<file path="src/gifc_pkg.sv">
`timescale 1ns / 1ps
`default_nettype none
// ----------------------------------------------------------------------------
// gifc_pkg
// Shared types and constants of the GPIO indication frame checker.
// ----------------------------------------------------------------------------
package gifc_pkg;

	localparam int CNT_W             = 6;
	localparam int LEN_W             = CNT_W + 1;
	localparam int PIN_W             = 6;
	localparam int MIN_FRAME_LEN_DEF = 32;

	localparam logic [CNT_W-1:0] OFF_TYPE0   = CNT_W'(12);
	localparam logic [CNT_W-1:0] OFF_TYPE1   = CNT_W'(13);
	localparam logic [CNT_W-1:0] OFF_VERSION = CNT_W'(14);
	localparam logic [CNT_W-1:0] OFF_OPC0    = CNT_W'(15);
	localparam logic [CNT_W-1:0] OFF_OPC1    = CNT_W'(16);
	localparam logic [CNT_W-1:0] OFF_VEND0   = CNT_W'(19);
	localparam logic [CNT_W-1:0] OFF_VEND1   = CNT_W'(20);
	localparam logic [CNT_W-1:0] OFF_VEND2   = CNT_W'(21);
	localparam logic [CNT_W-1:0] OFF_SUBVER  = CNT_W'(22);
	localparam logic [CNT_W-1:0] OFF_LEVELS  = CNT_W'(23);
	localparam logic [CNT_W-1:0] OFF_DIRS    = CNT_W'(24);

	localparam logic [7:0] TYPE0_VAL   = 8'h88;
	localparam logic [7:0] TYPE1_VAL   = 8'hE1;
	localparam logic [7:0] VERSION_VAL = 8'h01;
	localparam logic [7:0] OPC0_VAL    = 8'h02;
	localparam logic [7:0] OPC1_VAL    = 8'hA0;
	localparam logic [7:0] VEND0_VAL   = 8'h00;
	localparam logic [7:0] VEND1_VAL   = 8'h01;
	localparam logic [7:0] VEND2_VAL   = 8'h87;
	localparam logic [7:0] SUBVER_VAL  = 8'h00;
	localparam logic [7:0] RSVD_MASK   = 8'hC0;

	typedef enum logic [3:0] {
		FAULT_NONE    = 4'd0,
		FAULT_SHORT   = 4'd1,
		FAULT_TYPE    = 4'd2,
		FAULT_VERSION = 4'd3,
		FAULT_OPCODE  = 4'd4,
		FAULT_VENDOR  = 4'd5,
		FAULT_SUBVER  = 4'd6,
		FAULT_LEVELS  = 4'd7,
		FAULT_DIRS    = 4'd8
	} fault_t;

	typedef enum logic [1:0] {
		ST_APPLIED = 2'd0,
		ST_IGNORED = 2'd1,
		ST_INVALID = 2'd2
	} status_t;

	typedef struct packed {
		logic [PIN_W-1:0] sender_levels;
		logic [PIN_W-1:0] sender_dirs;
		logic [PIN_W-1:0] new_levels;
		fault_t           fault_reason;
		status_t          status;
	} result_t;

endpackage
`default_nettype wire

</file>
<file path="src/gifc_frame_state.sv">
`timescale 1ns / 1ps
`default_nettype none
// ----------------------------------------------------------------------------
// gifc_frame_state
// Per-frame state and checks: byte offset, first fault, captured sender
// bytes and the kept output levels; forms the result of a last word.
// ----------------------------------------------------------------------------
module gifc_frame_state #(
	parameter int MIN_FRAME_LEN = gifc_pkg::MIN_FRAME_LEN_DEF
) (
	input  wire                 clk,
	input  wire                 arst_n,
	input  wire                 advance,
	input  wire [7:0]           frame_byte,
	input  wire                 last_byte,
	output gifc_pkg::result_t   result
);
	import gifc_pkg::*;

	localparam logic [LEN_W-1:0] MIN_LEN = LEN_W'(MIN_FRAME_LEN);

	logic [CNT_W-1:0] byte_count_q;
	fault_t           first_fault_q;
	logic [7:0]       captured_levels_q;
	logic [7:0]       captured_dirs_q;
	logic [PIN_W-1:0] output_levels_q;

	fault_t           byte_fault;
	fault_t           fault_next;
	logic [7:0]       levels_next;
	logic [7:0]       dirs_next;
	logic [LEN_W-1:0] len;
	logic             is_short;
	logic [PIN_W-1:0] lev;
	logic [PIN_W-1:0] dirs;
	logic [PIN_W-1:0] merged;

	always_comb begin
		byte_fault = FAULT_NONE;
		unique case (byte_count_q)
			OFF_TYPE0:   if (frame_byte != TYPE0_VAL)   byte_fault = FAULT_TYPE;
			OFF_TYPE1:   if (frame_byte != TYPE1_VAL)   byte_fault = FAULT_TYPE;
			OFF_VERSION: if (frame_byte != VERSION_VAL) byte_fault = FAULT_VERSION;
			OFF_OPC0:    if (frame_byte != OPC0_VAL)    byte_fault = FAULT_OPCODE;
			OFF_OPC1:    if (frame_byte != OPC1_VAL)    byte_fault = FAULT_OPCODE;
			OFF_VEND0:   if (frame_byte != VEND0_VAL)   byte_fault = FAULT_VENDOR;
			OFF_VEND1:   if (frame_byte != VEND1_VAL)   byte_fault = FAULT_VENDOR;
			OFF_VEND2:   if (frame_byte != VEND2_VAL)   byte_fault = FAULT_VENDOR;
			OFF_SUBVER:  if (frame_byte != SUBVER_VAL)  byte_fault = FAULT_SUBVER;
			OFF_LEVELS:  if ((frame_byte & RSVD_MASK) != 8'h00) byte_fault = FAULT_LEVELS;
			OFF_DIRS:    if ((frame_byte & RSVD_MASK) != RSVD_MASK) byte_fault = FAULT_DIRS;
			default:     byte_fault = FAULT_NONE;
		endcase
	end

	assign fault_next  = (first_fault_q == FAULT_NONE) ? byte_fault : first_fault_q;
	assign levels_next = (byte_count_q == OFF_LEVELS) ? frame_byte : captured_levels_q;
	assign dirs_next   = (byte_count_q == OFF_DIRS) ? frame_byte : captured_dirs_q;
	assign len         = {1'b0, byte_count_q} + LEN_W'(1);
	assign is_short    = len < MIN_LEN;
	assign lev         = levels_next[PIN_W-1:0];
	assign dirs        = dirs_next[PIN_W-1:0];
	assign merged      = (~dirs & lev) | (dirs & output_levels_q);

	always_comb begin
		result.sender_levels = lev;
		result.sender_dirs   = dirs;
		result.new_levels    = output_levels_q;
		priority if (is_short) begin
			result.status       = ST_IGNORED;
			result.fault_reason = FAULT_SHORT;
		end else if (fault_next == FAULT_NONE) begin
			result.status       = ST_APPLIED;
			result.fault_reason = FAULT_NONE;
			result.new_levels   = merged;
		end else if (fault_next <= FAULT_VENDOR) begin
			result.status       = ST_IGNORED;
			result.fault_reason = fault_next;
		end else begin
			result.status       = ST_INVALID;
			result.fault_reason = fault_next;
		end
	end

	always_ff @(posedge clk or negedge arst_n) begin
		if (!arst_n) begin
			byte_count_q      <= '0;
			first_fault_q     <= FAULT_NONE;
			captured_levels_q <= '0;
			captured_dirs_q   <= '0;
			output_levels_q   <= '0;
		end else if (advance) begin
			if (last_byte) begin
				byte_count_q      <= '0;
				first_fault_q     <= FAULT_NONE;
				captured_levels_q <= '0;
				captured_dirs_q   <= '0;
				output_levels_q   <= result.new_levels;
			end else begin
				byte_count_q      <= is_short ? len[CNT_W-1:0] : MIN_LEN[CNT_W-1:0];
				first_fault_q     <= fault_next;
				captured_levels_q <= levels_next;
				captured_dirs_q   <= dirs_next;
			end
		end
	end

endmodule
`default_nettype wire

</file>
<file path="config.mk">
export PLATFORM = sky130hd
export DESIGN_NAME = gifc_frame_state
export DESIGN_NICKNAME = d
export VERILOG_FILES = /design/src/gifc_pkg.sv /design/src/gifc_frame_state.sv
export SDC_FILE = /design/constraint.sdc
export NUM_CORES = 1
export LEC_CHECK = 0
export BUFFER_PORTS_ARGS = -buffer_cell sky130_fd_sc_hd__buf_2
export CORE_AREA = 3 3 69 71
export CTS_CLUSTER_DIAMETER = 40
export DETAILED_ROUTE_END_ITERATION = 7
export DIE_AREA = 0 0 72 74
export HOLD_SLACK_MARGIN = 0.1
export PLACE_DENSITY = 0.82
export SLEW_MARGIN = 10
export SYNTH_ARGS = -nofsm -noshare
export SYNTH_HDL_FRONTEND = slang
export SYNTH_SLANG_ARGS = --single-unit
</file>
<file path="constraint.sdc">
create_clock -name clk -period 4.5 [get_ports clk]
set_input_delay 0.675 -clock clk [delete_from_list [all_inputs] [get_ports clk]]
set_output_delay 0.675 -clock clk [all_outputs]
set_load 0.02 [all_outputs]
</file>
Word level (Yosys, flattened, before mapping)
Index checks and enable logic that the tools add are counted.
{"block": "totals", "ff_bits": 28, "inputBits": 12, "output_inout_bits": 24}
{"block": "op_classes", "add_sub_neg": 1, "order_cmp": 2, "eq_ne": 18, "muxes": 25, "bitwise_logic": 4, "n_reduce_logical": 5}
{"cell": "6-bit two-way mux", "n": 10}
{"cell": "4-bit case mux with 11 select lines", "n": 1}
{"cell": "6-bit by 5-bit == test with 1-bit output (second input constant)", "n": 7}
{"cell": "8-bit inequality test (second input constant)", "n": 4}
{"cell": "6-bit by 4-bit == test with 1-bit output (second input constant)", "n": 4}
{"cell": "3-bit two-way mux", "n": 7}
{"cell": "8-bit nonzero test", "n": 2}
{"cell": "6-bit bitwise AND", "n": 2}
{"cell": "4-bit two-way mux", "n": 3}
{"cell": "4-bit zero test", "n": 2}
{"cell": "2-bit two-way mux", "n": 4}
{"cell": "8-bit by 1-bit inequality test with 1-bit output (second input constant)", "n": 1}
{"cell": "8-bit by 2-bit inequality test with 1-bit output (second input constant)", "n": 1}
{"cell": "6-bit by 1-bit adder with 7-bit output (second input constant)", "n": 1}
{"cell": "7-bit by 6-bit less-than comparator with 1-bit output (second input constant)", "n": 1}
{"cell": "6-bit NOT", "n": 1}
{"cell": "6-bit bitwise OR", "n": 1}
{"cell": "4-bit by 3-bit <= comparator with 1-bit output (second input constant)", "n": 1}
{"cell": "2-bit inequality test (second input constant)", "n": 1}
{"cell": "2-bit AND reduction", "n": 1}

Longest topological paths before layout
{"block": "logic_depth", "depth_word": 8, "depth_mapped": 9, "mapped_depth_nobuf": 8}

Worst setup path before layout
No wires, ideal clock.
{"block": "synth_timing", "path_kind": "input to output", "from": "in frame_byte[1]", "to": "out result[10] (netlist name)", "arrival_time_ns": 2.330, "required_ns": 3.825, "path_slack_ns": 1.495, "path_stages": 6, "path_buffers": 1, "cell_sequence": "nor4_2 > a21oi_1 > o21ai_2 > a32oi_4 > buf_6 > o31ai_1"}
{"item": "start: declaration", "line_no": "gifc_frame_state.sv:14", "text": "input wire [7:0] frame_byte,"}
{"item": "end: declaration", "line_no": "gifc_frame_state.sv:16", "text": "output gifc_pkg::result_t result"}

==> results.yml <==
drt:
  drtPass1Iterations: 5
  drcViolationCount: 0
  drt_wl_total_um: 5180
  avgViaCountPerCell: 6.17
  vias: 1913
  drt_first_iter_violations: 192
  detail-route-antenna-nets: 0
  average_wire_per_cell_in_the_routed_design_um: 16.7
clocking:
  post_cts_resized: 0
  cts_hold_buffers: 0
  post-cts-setup-buffer-count: 0
  count_of_h_tree_levels_built_during_cts: 1
  cts-root-to-sink-buffers: 2
  clockRootBuffer: "clkbuf_8"
  cts_buffers: 3
  cts_clk_pin_slew_worst_paths_ps: 100
  clock_tree_from_tritoncts: "done"
  worst_skew_pair.late_latency_ps: 280
  numClockSinks: 28
yosys:
  synth.ff_latch_count: 28
  area_fraction_in_and_or_nand_and_nor_cells_after_synthesis_pct: 21.6
  synth_top_family_by_area: "compound AO/OA/AOI/OAI gates"
  synth_mux_area_share_pct: 8.61
  synth_edf_count: 0
  synthesis.nets: 249
  synthXorXnorAreaFrac_pct: 0.415
  syn_avg_cell_area_um2: 9.05
  yosys.cell_types.count: 61
  synth_warnings: 0
  synth_compound_gate_area_share_pct: 24.1
  async_flop_share_pct: 100
  postSynthCellCount: 233
  total_standard_cell_area_after_synthesis_um2: 2110
  yosysSeqAreaShare_pct: 33.2
  synth_fa_ha_area_share_pct: 2.37
  synth_ff_type: "dfrtp_1"
timing:
  final-hold-violation-count: 0
  setup_ws_ps: 935
  layout_worst_path_cycle_share_pct: 79.2
  totalNegativeSetupSlack_ps: 0
  rsz0062_at_grt: "false"
  max_freq_ghz: 0.280
  slew_headroom_pct: 55.8
  worstMarginPinSlew_ps: 663
  timing.hold.ws_ps: 397
  min_period_ps: 3570
  maxSlewViolCount: 0
  timing.final.setup_violations: 0
  fin_skew_ps: 2.36
critical_path:
  crit_chain: "inv_1, ha_1, and2_1, a41oi_1, o2111a_1, nand2_1, o21ai_0, o31ai_1, buf_2"
  highest_cell_delay_on_the_worst_timing_path_ps: 530
  critical_path_required_ps: 3830
  path_max_fanout: 12
  setup.worst_path.class: "reg2out"
  end_kind: "primary output"
  timing.critical_path.arrival_ps: 2890
  category_of_the_worst_setup_path_launch_point: "flip-flop"
  critical_path.slowest_cell: "o2111a_1"
global_route:
  pin_count_of_the_biggest_net_entering_global_routing: 30
  grt_antenna_before_repair: 0
  grt_pass1_wl_um: 8620
  total_global_route_track_usage_pct: 20.0
  via_count_of_the_first_global_routing_pass: 1788
  gr-total-overflow: 0
die:
  core_area_um2: 4290
  die_h_um: 74
  die_x_um: 72
  io_pins: 36
  start_util_pct: 49.1
  placement_rows: 24
  die-area_um2: 5330
placed_design:
  post_dp_hpwl_um: 3690
  port-buffer-count: 35
  place.gp.congestion: 0.966
  placement.setup.worst_slack_ps: 1230
power:
  pwr_density_cell_nw_per_um2: 237
  ir_drop_v: 0.000113
  power_leakage_nw: 1.03
final_layout:
  finish.net_count: 275
  layout-drive-gt1-share_pct: 24.0
  syn2layout_area_growth_pct: 10.4
  n_antenna_cell: 0
status:
  run_status: "completed"
min_path:
  min-delay-path-class: "in2async"
flow_run:
  drv_cap: 0
-- cell families (layout without fill, tap and decap cells) --
kind of cell	count (synthesis)	count (layout)
xor+xnor	1	1
simple gates	70	70
buf+inv	44	69
compound gates	69	69
fa+ha+maj	4	4
mux	17	17
flops	28	28
-- cells in the final DEF (no fill, tap or decap), types with 8 or more instances in the layout --
cell type and n:
nand3_1 11, dfrtp_1 28, o21ai_0 13, o31ai_1 10, o22ai_1 14, inv_1 30
nand2_1 10, nor2_1 11, buf_2 35, mux2i_1 8
-- synthesized netlist by cell type, types with 2 or more instances --
master / n / area (µm²)
inv_1: 30 / 113
dfrtp_1: 28 / 701
o22ai_1: 14 / 87.6
o21ai_0: 13 / 65.1
nand3_1: 11 / 55.1
nor2_1: 11 / 41.3
nand2_1: 10 / 37.5
o31ai_1: 10 / 75.1
mux2i_1: 8 / 80.1
mux2_2: 7 / 78.8
a21oi_1: 6 / 30.0
buf_2: 4 / 20.0
buf_6: 4 / 45.0
clkbuf_1: 4 / 15.0
ha_1: 4 / 50.1
nand2b_1: 4 / 25.0
a31oi_1: 3 / 18.8
and2_1: 3 / 18.8
and3_1: 3 / 18.8
nand4_1: 3 / 18.8
o21ai_1: 3 / 15.0
a41oi_1: 2 / 17.5
mux2_1: 2 / 22.5
nand4b_1: 2 / 17.5
nor2b_1: 2 / 12.5
nor3_1: 2 / 10.0
nor4_1: 2 / 12.5
nor4_2: 2 / 25.0
nor4b_1: 2 / 17.5
o21ai_2: 2 / 17.5
o2bb2ai_1: 2 / 17.5
-- critical path: cells and delay by family (launching register included) --
kind	cells	cell delay, ps
and+or+nand+nor	2	310
DFF	1	440
buffers and inverters	2	310
adders and majority gates	1	280
AOI/OAI and AO/OA	4	1260
-- cell type report --
cell class	count	area [µm²]
Sequential cell	28	701
Tap cell	52	65.1
Inverter	30	113
Clock inverter	1	30.0
Fill cell	396	1970
Clock buffer	3	41.3
Timing Repair Buffer	35	175
Multi-Input combinational cell	161	1200
-- registers in the layout (all words and copies together), names as in the netlist --
register           flops
byte_count_q           6
first_fault_q          4
captured_levels_q      6
captured_dirs_q        6
output_levels_q        6
-- routing by layer --
| layer | part of all wire (%) | GRT usage [%] | vias up |
|---|---|---|---|
| met1 | 44 | 27.0 | 940 |
| met5 | 0 | 0 | - |
| met3 | 5.6 | 2.70 | 7 |
| met2 | 49 | 33.7 | 66 |
| li1 | - | - | 900 |
| met4 | 1.5 | 5.85 | 0 |
-- final timing paths --
path	depth (start not counted)	from	slack, ps	to
max in group asynchronous	1	arst_n	3700	captured_levels_q[0]
min reg2reg	1	output_levels_q[5]	490	output_levels_q[5]
max reg2reg	8	byte_count_q[0]	1830	output_levels_q[2]
min in group clk	1	output_levels_q[5]	490	output_levels_q[5]
min	1	arst_n	400	byte_count_q[3]
max	9	byte_count_q[0]	930	result[11]
-- power breakdown --
part	switching (W)	leakage (nW)	internal, W	total, W
clock network	0.0000851	0.0357	0.000119	0.000204
registers	0.00000942	0.388	0.000258	0.000268
logic	0.0000524	0.602	0.0000271	0.0000794
-- metrics by stage --
step	cell area, µm²	std cells	power [W]	utilization (%)
finish	2330	310	0.000551	54.2
global route	2330	310	0.000572	54.2
CTS	2330	310	0.000550	54.2
detailed placement	2260	306	0.000350	52.6
global placement	2260	306	0.000347	52.6
floorplan	2110	233	0.000320	-
No activity file was read; power rests on OpenSTA's default activity.
